===== src/rtl/fcw_pkg.sv =====
package fcw_pkg;

   localparam int FCW_TABLE_BYTES = 16384;

   localparam int ADDR_W    = 14;
   localparam int BYTE_W    = 8;
   localparam int CLUSTER_W = 28;
   localparam int POS_W     = 16;
   localparam int WORD_W    = 32;

   typedef logic [1:0]           fat_kind_type;
   typedef logic [1:0]           status_type;
   typedef logic [CLUSTER_W-1:0] cluster_type;

   localparam fat_kind_type FAT12 = 2'd0;
   localparam fat_kind_type FAT16 = 2'd1;
   localparam fat_kind_type FAT32 = 2'd2;

   localparam status_type ST_FOUND   = 2'd0;
   localparam status_type ST_ENDED   = 2'd1;
   localparam status_type ST_OUTSIDE = 2'd2;

   localparam logic ACT_LOAD   = 1'b0;
   localparam logic ACT_LOOKUP = 1'b1;

   localparam cluster_type EOC12 = 28'h0000FF8;
   localparam cluster_type EOC16 = 28'h000FFF8;
   localparam cluster_type EOC32 = 28'hFFFFFF8;

   function automatic cluster_type eoc_of(input fat_kind_type kind);
      cluster_type eoc;
      case (kind)
         FAT12:   eoc = EOC12;
         FAT16:   eoc = EOC16;
         default: eoc = EOC32;
      endcase
      return eoc;
   endfunction

endpackage


===== src/rtl/fcw_if.sv =====
interface fcw_req_if;
   logic                           valid;
   logic                           ready;
   logic                           action;
   logic [fcw_pkg::ADDR_W-1:0]     byte_address;
   logic [fcw_pkg::BYTE_W-1:0]     byte_value;
   fcw_pkg::cluster_type           chain_head;
   logic [fcw_pkg::POS_W-1:0]      position;

   modport source (output valid, action, byte_address, byte_value, chain_head, position,
                   input ready);
   modport sink   (input valid, action, byte_address, byte_value, chain_head, position,
                   output ready);
endinterface

interface fcw_rsp_if;
   logic                 valid;
   logic                 ready;
   fcw_pkg::cluster_type cluster;
   fcw_pkg::status_type  status;

   modport source (output valid, cluster, status, input ready);
   modport sink   (input valid, cluster, status, output ready);
endinterface


===== src/rtl/fcw_walker.sv =====
module fcw_walker #(
   parameter int TABLE_BYTES = fcw_pkg::FCW_TABLE_BYTES
) (
   input  logic                           clock,
   input  logic                           reset,
   fcw_req_if.sink                        req_ch,
   fcw_rsp_if.source                      rsp_ch,
   input  fcw_pkg::fat_kind_type          fat_type,
   output logic                           ram_we,
   output logic [$clog2(TABLE_BYTES)-1:0] ram_waddr,
   output logic [fcw_pkg::BYTE_W-1:0]     ram_wdata,
   output logic [$clog2(TABLE_BYTES)-1:0] ram_raddr,
   input  logic [fcw_pkg::BYTE_W-1:0]     ram_rdata
);
   import fcw_pkg::*;

   localparam int AW = $clog2(TABLE_BYTES);
   // highest legal base for a two-byte and a four-byte entry, plus one
   localparam logic [WORD_W-1:0] LIMIT2 = WORD_W'(TABLE_BYTES - 1);
   localparam logic [WORD_W-1:0] LIMIT4 = WORD_W'(TABLE_BYTES - 3);

   localparam logic [1:0] S_IDLE  = 2'd0;
   localparam logic [1:0] S_CHECK = 2'd1;
   localparam logic [1:0] S_READ  = 2'd2;
   localparam logic [1:0] S_WAIT  = 2'd3;

   logic [1:0]        state_ff, state_in;
   cluster_type       cl_ff, cl_in;
   logic [POS_W-1:0]  pos_ff, pos_in;
   logic [POS_W-1:0]  cnt_ff, cnt_in;
   fat_kind_type      kind_ff, kind_in;
   logic [WORD_W-1:0] base_ff, base_in;
   logic              odd_ff, odd_in;
   logic [1:0]        rd_cnt_ff, rd_cnt_in;
   logic              cap_vld_ff, cap_vld_in;
   logic [1:0]        cap_idx_ff, cap_idx_in;
   logic [WORD_W-1:0] acc_ff, acc_in;
   logic              rsp_valid_ff, rsp_valid_in;
   cluster_type       rsp_cluster_ff, rsp_cluster_in;
   status_type        rsp_status_ff, rsp_status_in;

   logic              accept;
   logic [WORD_W-1:0] load_addr;
   logic [WORD_W-1:0] base_calc;
   logic [WORD_W-1:0] limit;
   logic [1:0]        rd_last;
   logic              out_free;
   cluster_type       next_cl;

   assign accept    = req_ch.valid && req_ch.ready;
   assign load_addr = WORD_W'(req_ch.byte_address);

   assign ram_we    = accept && (req_ch.action == ACT_LOAD) &&
                      (load_addr < WORD_W'(TABLE_BYTES));
   assign ram_waddr = load_addr[AW-1:0];
   assign ram_wdata = req_ch.byte_value;
   assign ram_raddr = base_ff[AW-1:0] + AW'(rd_cnt_ff);

   assign req_ch.ready = (state_ff == S_IDLE);
   assign out_free     = !rsp_valid_ff || rsp_ch.ready;
   assign rd_last      = (kind_ff == FAT12 || kind_ff == FAT16) ? 2'd1 : 2'd3;
   assign limit        = (kind_ff == FAT12 || kind_ff == FAT16) ? LIMIT2 : LIMIT4;

   // byte offset of the entry for the current cluster
   always_comb begin
      case (kind_ff)
         FAT12:   base_calc = (WORD_W'({cl_ff, 1'b0}) + WORD_W'(cl_ff)) >> 1;
         FAT16:   base_calc = WORD_W'({cl_ff, 1'b0});
         default: base_calc = WORD_W'({cl_ff, 2'b00});
      endcase
   end

   // merge the byte arriving from the RAM into the entry word
   always_comb begin
      acc_in = acc_ff;
      if (cap_vld_ff) begin
         acc_in[8*cap_idx_ff +: 8] = ram_rdata;
      end
   end

   always_comb begin
      case (kind_ff)
         FAT12:   next_cl = odd_ff ? CLUSTER_W'(acc_in[15:4]) : CLUSTER_W'(acc_in[11:0]);
         FAT16:   next_cl = CLUSTER_W'(acc_in[15:0]);
         default: next_cl = acc_in[CLUSTER_W-1:0];
      endcase
   end

   always_comb begin
      state_in       = state_ff;
      cl_in          = cl_ff;
      pos_in         = pos_ff;
      cnt_in         = cnt_ff;
      kind_in        = kind_ff;
      base_in        = base_ff;
      odd_in         = odd_ff;
      rd_cnt_in      = rd_cnt_ff;
      cap_vld_in     = 1'b0;
      cap_idx_in     = cap_idx_ff;
      rsp_valid_in   = rsp_valid_ff && !rsp_ch.ready;
      rsp_cluster_in = rsp_cluster_ff;
      rsp_status_in  = rsp_status_ff;

      case (state_ff)
         S_IDLE: begin
            if (accept && req_ch.action == ACT_LOOKUP) begin
               cl_in  = req_ch.chain_head;
               pos_in = req_ch.position;
               cnt_in = '0;
               case (fat_type)
                  FAT12:   kind_in = FAT12;
                  FAT16:   kind_in = FAT16;
                  default: kind_in = FAT32;
               endcase
               state_in = S_CHECK;
            end
         end
         S_CHECK: begin
            if (cnt_ff == pos_ff || cl_ff >= eoc_of(kind_ff) || base_calc >= limit) begin
               // hold until the output register is free
               if (out_free) begin
                  rsp_valid_in = 1'b1;
                  if (cnt_ff == pos_ff) begin
                     rsp_cluster_in = cl_ff;
                     rsp_status_in  = ST_FOUND;
                  end else if (cl_ff >= eoc_of(kind_ff)) begin
                     rsp_cluster_in = '0;
                     rsp_status_in  = ST_ENDED;
                  end else begin
                     rsp_cluster_in = '0;
                     rsp_status_in  = ST_OUTSIDE;
                  end
                  state_in = S_IDLE;
               end
            end else begin
               base_in   = base_calc;
               odd_in    = cl_ff[0];
               rd_cnt_in = '0;
               state_in  = S_READ;
            end
         end
         S_READ: begin
            cap_vld_in = 1'b1;
            cap_idx_in = rd_cnt_ff;
            rd_cnt_in  = rd_cnt_ff + 2'd1;
            if (rd_cnt_ff == rd_last) begin
               state_in = S_WAIT;
            end
         end
         S_WAIT: begin
            // last byte lands now: advance one link
            cl_in    = next_cl;
            cnt_in   = cnt_ff + POS_W'(1);
            state_in = S_CHECK;
         end
         default: begin
            state_in = S_IDLE;
         end
      endcase
   end

   always_ff @(posedge clock) begin
      if (reset) begin
         state_ff     <= S_IDLE;
         cap_vld_ff   <= 1'b0;
         rsp_valid_ff <= 1'b0;
      end else begin
         state_ff     <= state_in;
         cap_vld_ff   <= cap_vld_in;
         rsp_valid_ff <= rsp_valid_in;
      end
   end

   always_ff @(posedge clock) begin
      cl_ff          <= cl_in;
      pos_ff         <= pos_in;
      cnt_ff         <= cnt_in;
      kind_ff        <= kind_in;
      base_ff        <= base_in;
      odd_ff         <= odd_in;
      rd_cnt_ff      <= rd_cnt_in;
      cap_idx_ff     <= cap_idx_in;
      acc_ff         <= acc_in;
      rsp_cluster_ff <= rsp_cluster_in;
      rsp_status_ff  <= rsp_status_in;
   end

   assign rsp_ch.valid   = rsp_valid_ff;
   assign rsp_ch.cluster = rsp_cluster_ff;
   assign rsp_ch.status  = rsp_status_ff;

endmodule

===== src/flat_wrapper.sv =====
// flat-port wrapper written by rule: the top's interface ports become plain ports
module fcw_walker_flat import fcw_pkg::*;
#(
   parameter int TABLE_BYTES = fcw_pkg::FCW_TABLE_BYTES
)
  (clock, reset, fat_type, ram_we, ram_waddr, ram_wdata, ram_raddr, ram_rdata, req_ch_valid, req_ch_action, req_ch_byte_address, req_ch_byte_value, req_ch_chain_head, req_ch_position, req_ch_ready, rsp_ch_valid, rsp_ch_cluster, rsp_ch_status, rsp_ch_ready);
  fcw_req_if req_ch_i ();
  fcw_rsp_if rsp_ch_i ();
  input  logic clock;
  input  logic reset;
  input  fcw_pkg::fat_kind_type fat_type;
  output logic ram_we;
  output logic [$clog2(TABLE_BYTES)-1:0] ram_waddr;
  output logic [fcw_pkg::BYTE_W-1:0] ram_wdata;
  output logic [$clog2(TABLE_BYTES)-1:0] ram_raddr;
  input  logic [fcw_pkg::BYTE_W-1:0] ram_rdata;
  input wire logic [$bits(req_ch_i.valid)-1:0] req_ch_valid;
  input wire logic [$bits(req_ch_i.action)-1:0] req_ch_action;
  input wire logic [$bits(req_ch_i.byte_address)-1:0] req_ch_byte_address;
  input wire logic [$bits(req_ch_i.byte_value)-1:0] req_ch_byte_value;
  input wire logic [$bits(req_ch_i.chain_head)-1:0] req_ch_chain_head;
  input wire logic [$bits(req_ch_i.position)-1:0] req_ch_position;
  output wire logic [$bits(req_ch_i.ready)-1:0] req_ch_ready;
  output wire logic [$bits(rsp_ch_i.valid)-1:0] rsp_ch_valid;
  output wire logic [$bits(rsp_ch_i.cluster)-1:0] rsp_ch_cluster;
  output wire logic [$bits(rsp_ch_i.status)-1:0] rsp_ch_status;
  input wire logic [$bits(rsp_ch_i.ready)-1:0] rsp_ch_ready;
  assign req_ch_i.valid = req_ch_valid;
  assign req_ch_i.action = req_ch_action;
  assign req_ch_i.byte_address = req_ch_byte_address;
  assign req_ch_i.byte_value = req_ch_byte_value;
  assign req_ch_i.chain_head = req_ch_chain_head;
  assign req_ch_i.position = req_ch_position;
  assign req_ch_ready = req_ch_i.ready;
  assign rsp_ch_valid = rsp_ch_i.valid;
  assign rsp_ch_cluster = rsp_ch_i.cluster;
  assign rsp_ch_status = rsp_ch_i.status;
  assign rsp_ch_i.ready = rsp_ch_ready;
  fcw_walker #(.TABLE_BYTES(TABLE_BYTES)) u_core (.clock(clock), .reset(reset), .req_ch(req_ch_i), .rsp_ch(rsp_ch_i), .fat_type(fat_type), .ram_we(ram_we), .ram_waddr(ram_waddr), .ram_wdata(ram_wdata), .ram_raddr(ram_raddr), .ram_rdata(ram_rdata));
endmodule

===== config.mk =====
export PLATFORM = sky130hd
export DESIGN_NAME = fcw_walker_flat
export DESIGN_NICKNAME = d
export VERILOG_FILES = /design/src/rtl/fcw_pkg.sv /design/src/rtl/fcw_if.sv /design/src/rtl/fcw_walker.sv /design/src/flat_wrapper.sv
export SDC_FILE = /design/constraint.sdc
export NUM_CORES = 1
export LEC_CHECK = 0
export ABC_CLOCK_PERIOD_IN_PS = 7600
export BUFFER_PORTS_ARGS = -buffer_cell sky130_fd_sc_hd__buf_2
export CAP_MARGIN = 20
export CORE_MARGIN = 2
export CORE_UTILIZATION = 50
export DETAILED_ROUTE_END_ITERATION = 16
export GPL_TIMING_DRIVEN = 1
export PLACE_DENSITY_LB_ADDON = 0.25
export SLEW_MARGIN = 20
export SYNTH_ARGS = -nofsm -noshare
export SYNTH_HDL_FRONTEND = slang
export SYNTH_SLANG_ARGS = --single-unit

===== constraint.sdc =====
create_clock -name clock -period 7.6 [get_ports clock]
set_input_delay 0 -clock clock [delete_from_list [all_inputs] [get_ports clock]]
set_output_delay 0 -clock clock [all_outputs]
set_load 0.01 [all_outputs]

## After elaboration in Yosys (flattened, before gate mapping)

Index checks and enable logic that the tools add are counted.
W data, S select, Z words.

| storage, ports and cells | value |
|---|---|
| memories | 0 |
| input port bits | 81 |
| memory bits (read-only) | 0 |
| RAM bits | 0 |
| output and inout port bits | 69 |
| latch bits | 0 |
| register bits after elaboration | 147 |

| cells by class | value |
|---|---|
| $lt $le $gt $ge | 4 |
| equal/unequal tests | 11 |
| $mul | 0 |
| bitwise logic cells | 2 |
| reduce and logical (&&, ||, !) cells | 22 |
| add/sub/neg operators | 5 |
| multiplexer cells | 30 |
| divide/modulo/power cells | 0 |
| shift operators | 2 |

Operator list:

| kind | number |
|---|---|
| $mux W28 | 7 |
| $pmux W28 S2 | 3 |
| $pmux W30 S2 | 1 |
| $ge A28 B28 Y1 | 2 |
| $neg A5 Y34 | 1 |
| $shift A8 B34 Y32 const A | 1 |
| $shiftx A8 B34 Y32 | 1 |
| $bwmux W32 | 1 |
| $pmux W16 S2 | 1 |
| $ge A31 B14 Y1 | 1 |
| $add A29 B28 Y30 | 1 |
| $add A16 B1 Y16 const B | 1 |
| $eq A16 B16 Y1 | 1 |
| $mux W16 | 1 |
| $mux W2 | 8 |
| $lt A14 B15 Y1 const B | 1 |
| $add A14 B2 Y14 | 1 |
| $mux W12 | 1 |
| $pmux W2 S2 | 2 |
| $pmux W2 S4 | 1 |
| $reduce_and A2 Y1 | 4 |
| $eq A2 B1 Y1 const B | 3 |
| $logic_not A2 Y1 | 3 |
| $reduce_and A3 Y1 | 2 |
| 12 further kinds | 27 |

## Longest topological paths before layout

| depth | value |
|---|---|
| depth in word-level cells | 10 |
| gate-level depth with buffers | 16 |

## Least setup slack after synthesis

OpenSTA, ideal clock, no wires.

| timing path | value |
|---|---|
| kind | reg2reg |
| from | register u_core.kind_ff[1] |
| to | register u_core.base_ff[0], enable pin |
| cell stages (with the launch flop) | 16 |
| data required time | 7.169 ns |
| period minus slack after synthesis | 5.655 ns |
| data arrival time | 5.224 ns |
| buffers on the path | 3 |
| library setup time | 0.431 ns |
| path slack | 1.945 ns |
| path through | edfxtp_1 buf_2 or2_1 clkbuf_1 inv_2 clkbuf_1 ha_1 a211oi_1 o21bai_1 o2111a_1 a2111oi_2 o311ai_1 or4b_1 nor4_1 nand2_1 nor4b_1 |

| on the way | value |
|---|---|
| word-level cells in the longest chain between the ends | 8 |
| elaborated cells on any way between the ends | 13 |

RTL lines:

| item | line | text |
|---|---|---|
| start: declaration | fcw_walker.sv:31 | `fat_kind_type kind_ff, kind_in;` |
| start signal: assignment | fcw_walker.sv:178 | `kind_ff <= kind_in;` |
| $eq A2 B1 Y1 / $logic_not A2 Y1 (equally long branches) | fcw_pkg.sv:32, fcw_walker.sv:62, fcw_walker.sv:66 |  |
| $pmux W28 S2 | fcw_pkg.sv:32 | `case (kind)` |
| $mux W28 | fcw_walker.sv:104 | `case (state_ff)` |
| $ge A28 B28 Y1 | fcw_walker.sv:119 | `if (cnt_ff == pos_ff \|\| cl_ff >= eoc_of(kind_ff) \|\| base_calc >= limit) begin` |
| $logic_or A1 B1 Y1 | fcw_walker.sv:119 |  |
| $logic_or A1 B1 Y1 (*) | fcw_walker.sv:119 |  |
| $not A1 Y1 (no source line) (*) | - |  |
| $reduce_and A2 Y1 (no source line) (*) | - |  |
| end signal: assignment | fcw_walker.sv:179 | `base_ff <= base_in;` |
| end: declaration | fcw_walker.sv:32 | `logic [WORD_W-1:0] base_ff, base_in;` |

Mark *: on every way between the ends. The rest lies on a longest branch, timed or not. The select of a mux whose other input is x is not followed.
A chain may end at the register's enable or synchronous reset.

## Worst setup path after layout

| timing path | value |
|---|---|
| from | register u_core.kind_ff[1] |
| to | register u_core.rsp_valid_ff (netlist: u_core.rsp_ch.valid) |

| on the way | value |
|---|---|
| word-level cells in the longest chain between the ends | 8 |
| elaborated cells on any way between the ends | 13 |

RTL lines:

| item | line | text |
|---|---|---|
| $eq A2 B1 Y1 / $logic_not A2 Y1 (equally long branches) | fcw_pkg.sv:32, fcw_walker.sv:62, fcw_walker.sv:66 |  |
| $pmux W28 S2 | fcw_pkg.sv:32 |  |
| $mux W28 | fcw_walker.sv:104 |  |
| $ge A28 B28 Y1 | fcw_walker.sv:119 |  |
| $logic_or A1 B1 Y1 | fcw_walker.sv:119 |  |
| $logic_or A1 B1 Y1 (*) | fcw_walker.sv:119 |  |
| $mux W1 (*) | fcw_walker.sv:119 |  |
| $mux W1 (*) | fcw_walker.sv:104 |  |
| end signal: assignment | fcw_walker.sv:170 | `rsp_valid_ff <= rsp_valid_in;` |
| end: declaration | fcw_walker.sv:38 | `logic rsp_valid_ff, rsp_valid_in;` |

Marked as above.

==> impl_metrics.prom <==
# TYPE chip_impl_metric gauge
chip_impl_metric{name="remaining_antenna_violation_count_after_routing",unit=""} 0
chip_impl_metric{name="synthesized_area_fraction_occupied_by_ao_oa_aoi_and_oai_cells",unit=""} 0.173
chip_impl_metric{name="timing.final.hold_violations",unit=""} 0
chip_impl_metric{name="number_of_iterations_in_the_first_detailed_routing_pass",unit=""} 5
chip_impl_metric{name="worstPathMaxFanout",unit=""} 44
chip_impl_metric{name="avgSynthCellArea",unit="um2"} 9.89
chip_impl_metric{name="groute.usage.overall",unit=""} 0.246
chip_impl_metric{name="die_w",unit="um"} 139
chip_impl_info{name="hold_end",value="ram_wdata[1]"} 1
chip_impl_info{name="top_count_cell_post_synth",value="edfxtp_1"} 1
chip_impl_metric{name="drive_above_1_share",unit=""} 0.161
chip_impl_metric{name="grt_overflow_total",unit=""} 0
chip_impl_info{name="timing.hold.worst.class",value="in2out"} 1
chip_impl_metric{name="layout-area-overhead-vs-synth",unit="%"} 19.6
chip_impl_metric{name="synth-edff-count",unit=""} 111
chip_impl_metric{name="fill_cells",unit=""} 1501
chip_impl_metric{name="totalWireLength",unit="um"} 23900
chip_impl_info{name="critical_path.startpoint_type",value="register"} 1
chip_impl_metric{name="initial_cell_density_of_the_core",unit=""} 0.508
chip_impl_info{name="post_synth_main_area_contributors",value="edfxtp_1, ha_1, dfxtp_1, nand2_1, xnor2_1"} 1
chip_impl_metric{name="synth.top_cell.area_share",unit=""} 0.367
chip_impl_metric{name="fin_tns_setup",unit="ps"} 0
chip_impl_metric{name="r2r_slack",unit="ps"} 2450
chip_impl_metric{name="min_period",unit="ps"} 5150
chip_impl_metric{name="muxShareOfSynthArea",unit=""} 0.0207
chip_impl_metric{name="number_of_warning_messages_in_the_yosys_log",unit=""} 0
chip_impl_metric{name="die_height",unit="um"} 139
chip_impl_metric{name="post-place-ws",unit="ps"} 2590
chip_impl_metric{name="place.detailed.hpwl",unit="um"} 17100
chip_impl_metric{name="top_level_ports",unit=""} 150
chip_impl_info{name="timing.setup.critical_path_class",value="reg2reg"} 1
chip_impl_metric{name="crit_share_post_route",unit=""} 0.678
chip_impl_metric{name="number_of_antenna_violations_at_the_first_check_in_global_routing",unit=""} 0
chip_impl_metric{name="clk_pin_slew_worst_paths",unit="ps"} 60
chip_impl_metric{name="fp-row-count",unit=""} 49
chip_impl_metric{name="yosys.area_share.simple",unit=""} 0.182
chip_impl_info{name="synth_top_family_by_area",value="simple AND/OR/NAND/NOR gates"} 1
chip_impl_info{name="crit-reg2reg-launch",value="u_core.kind_ff[1]"} 1
chip_impl_metric{name="maxcap_violations",unit=""} 0
chip_impl_metric{name="fmaxAchievable",unit="MHz"} 194
chip_impl_metric{name="routed_via_density",unit=""} 5.83
chip_impl_metric{name="first_global_vias",unit=""} 7154
chip_impl_metric{name="die-area",unit="mm2"} 0.0193
chip_impl_metric{name="insertion_delay",unit="ps"} 440
chip_impl_info{name="post-synth-top-area-cell",value="edfxtp_1"} 1
chip_impl_metric{name="post_cts_resized",unit=""} 0
chip_impl_info{name="post_synth_most_frequent_cells",value="edfxtp_1, nand2_1, ha_1, nor2_1, a21oi_1"} 1
chip_impl_metric{name="holdPathStages",unit=""} 0
chip_impl_metric{name="cts.path.max_buffers",unit=""} 2
chip_impl_metric{name="maximum_number_of_pins_on_one_net_before_global_route_repair",unit=""} 45
chip_impl_metric{name="final_nets",unit=""} 1196
chip_impl_metric{name="ant_diodes",unit=""} 0
chip_impl_info{name="run_status",value="completed"} 1
chip_impl_metric{name="synth_sequential_area_ratio",unit=""} 0.437
chip_impl_metric{name="synthesis.area",unit="mm2"} 0.00909
chip_impl_metric{name="h-tree-depth",unit=""} 4
chip_impl_info{name="setup_repair_after_global_routing_missed_its_margin",value="no"} 1
chip_impl_metric{name="fin_worst_skew",unit="ps"} 11.3
chip_impl_info{name="holdCritStartpoint",value="req_ch_byte_value[1]"} 1
chip_impl_metric{name="cts_num_sinks",unit=""} 143
chip_impl_metric{name="yosys.area_share.xor_xnor",unit=""} 0.0529
chip_impl_metric{name="synthesis.nets",unit=""} 1062
chip_impl_info{name="critical_path.startpoint",value="u_core.kind_ff[1]"} 1
chip_impl_metric{name="worstPathArrival",unit="ps"} 5470
chip_impl_metric{name="drtIter0Drc",unit=""} 623
chip_impl_metric{name="p_total",unit="W"} 0.00245
chip_impl_info{name="synth_flop_cell",value="edfxtp_1"} 1
chip_impl_metric{name="postSynthCellCount",unit=""} 919
chip_impl_metric{name="timing.final.ws_setup",unit="ps"} 2450
chip_impl_metric{name="drcViolationCount",unit=""} 0
chip_impl_metric{name="pwr_density_cell",unit="mW/mm2"} 225
chip_impl_info{name="regToRegEndpoint",value="u_core.rsp_ch.valid"} 1
chip_impl_metric{name="reported_leakage_power",unit="nW"} 4.38
chip_impl_metric{name="postSynthRegisterBits",unit=""} 143
chip_impl_metric{name="synth_adder_area_share",unit=""} 0.0870
chip_impl_metric{name="core_area",unit="mm2"} 0.0179
chip_impl_metric{name="relSlewSlack",unit=""} 0.438
chip_impl_info{name="crit_path_end_kind",value="register"} 1
chip_impl_info{name="clock_tree.root_cell",value="clkbuf_16"} 1
chip_impl_metric{name="finalSetupViolations",unit=""} 0
chip_impl_metric{name="port_buffers",unit=""} 105
chip_impl_metric{name="vdd_drop_max",unit="uV"} 164
chip_impl_metric{name="tightestPinTransition",unit="ps"} 836
chip_impl_metric{name="maxSlewViolCount",unit=""} 0
chip_impl_metric{name="asyncSetResetFlopFracSynth",unit=""} 0
chip_impl_metric{name="gp_routability_congestion",unit=""} 0.924
chip_impl_metric{name="synth_cell_type_count",unit=""} 77
chip_impl_metric{name="detailed_route_via_count",unit=""} 7549
chip_impl_metric{name="grt_first_pass_wirelength",unit="um"} 37500
chip_impl_info{name="cts_tree",value="done"} 1
chip_impl_metric{name="worst-endpoint-required",unit="ps"} 7920
chip_impl_metric{name="rr_worst_depth",unit=""} 15
chip_impl_metric{name="number_of_clock_buffers_inserted_by_tritoncts",unit=""} 17
chip_impl_metric{name="avgRoutedWirePerCell",unit="um"} 18.4
## layout make-up
cell class              instances  area (um2)  share of cell area
clock inverters                15         169              0.0155
well taps                     229         287              0.0264
inverters                      35         131              0.0121
multi-input cells             683        4700               0.433
clock buffers                  17         425              0.0391
flip-flops and latches        143        3970               0.366
repair buffers                173        1180               0.108
## how the worst max path moves through the flow
stage                           endpoint
2_1_floorplan          u_core.base_ff[0]
3_3_place_gp   u_core.rsp_ch.cluster[23]
3_5_place_dp   u_core.rsp_ch.cluster[23]
4_1_cts              u_core.rsp_ch.valid
5_1_grt              u_core.rsp_ch.valid
6_report             u_core.rsp_ch.valid
## where the power goes
part	internal [W]	switching, W	leakage, nW
combinational	0.000237	0.000361	2.79
sequential	0.000945	0.0000596	1.30
clock	0.000467	0.000378	0.287
total	0.00165	0.000798	4.38
## per-layer routing
| metal | part of all wire | vias to the layer above | global-route usage |
|---|---|---|---|
| met5 | 0 | - | 0 |
| met1 | 0.45 | 3561 | 0.342 |
| met3 | 0.068 | 47 | 0.0490 |
| li1 | - | 3650 | - |
| met4 | 0.028 | 0 | 0.100 |
| met2 | 0.46 | 291 | 0.380 |
## logic make-up after synthesis
logic type               after synthesis
adder cells (fa/ha/maj)               62
flip-flops                           143
multiplexers                          18
AND/OR/NAND/NOR                      325
AO/OA/AOI/OAI                        224
buffers and inverters                 93
XOR/XNOR                              54
## sequential cells by signal (all words and copies together) (netlist names)
signal,count
u_core.rd_cnt_ff,2
u_core.rsp_ch.valid,1
u_core.cap_vld_ff,1
u_core.cnt_ff,16
u_core.acc_ff,28
u_core.rsp_ch.status,2
u_core.rsp_ch.cluster,28
u_core.cap_idx_ff,2
u_core.cl_ff,28
u_core.base_ff,14
u_core.state_ff,2
u_core.kind_ff,2
u_core.odd_ff,1
u_core.pos_ff,16
## what timing repair did
action                    4_1_cts  5_1_grt
hold endpoints to repair       78        0
setup buffers                   0        0
hold buffers                   57        0
## cell usage in the layout (no fill, tap or decap), types with 7 or more instances in the layout
master and count:
edfxtp_1 111, o211ai_1 9, clkbuf_16 17, nor2_1 50, xnor2_1 33, nor2b_1 11
a22o_1 25, a21o_1 13, buf_4 11, a211oi_1 7, o21a_1 14, a22oi_1 7
nand2b_1 9, xor2_1 20, inv_1 32, nand4_1 18, nor4_1 11, dlygate4sd3_1 57
buf_2 105, dfxtp_1 32, and3_1 9, o21ai_0 37, and2_1 39, ha_1 60
a21oi_1 44, nand2_1 101, nand3_1 29, nor3_1 15, o31ai_1 7, mux2i_1 12
## worst max-delay path: stages, from the launching register on
cell and delay (ps):
edfxtp_1 360, buf_4 280, or2_1 400, inv_2 270
ha_1 300, a211oi_1 220, o21bai_1 110, o2111a_1 260
a2111oi_2 610, o311ai_1 200, or4b_1 580, nor4_1 300
o211ai_1 180, o21ai_1 270, a21oi_1 110, dlygate4sd3_1 570
## through the flow
step | utilization | std cells | instance area, um2 | hold slack [ps]
after floorplan | - | 919 | 9090 | 47.5
after global placement | 0.542 | 1206 | 9700 | 0.0686
after detailed placement | 0.542 | 1206 | 9700 | 0.0686
after CTS | 0.607 | 1295 | 10900 | 0.0686
after global routing | 0.607 | 1295 | 10900 | 0.0163
final | 0.607 | 1295 | 10900 | 0.00389
Power figures use the tool's default switching activity.
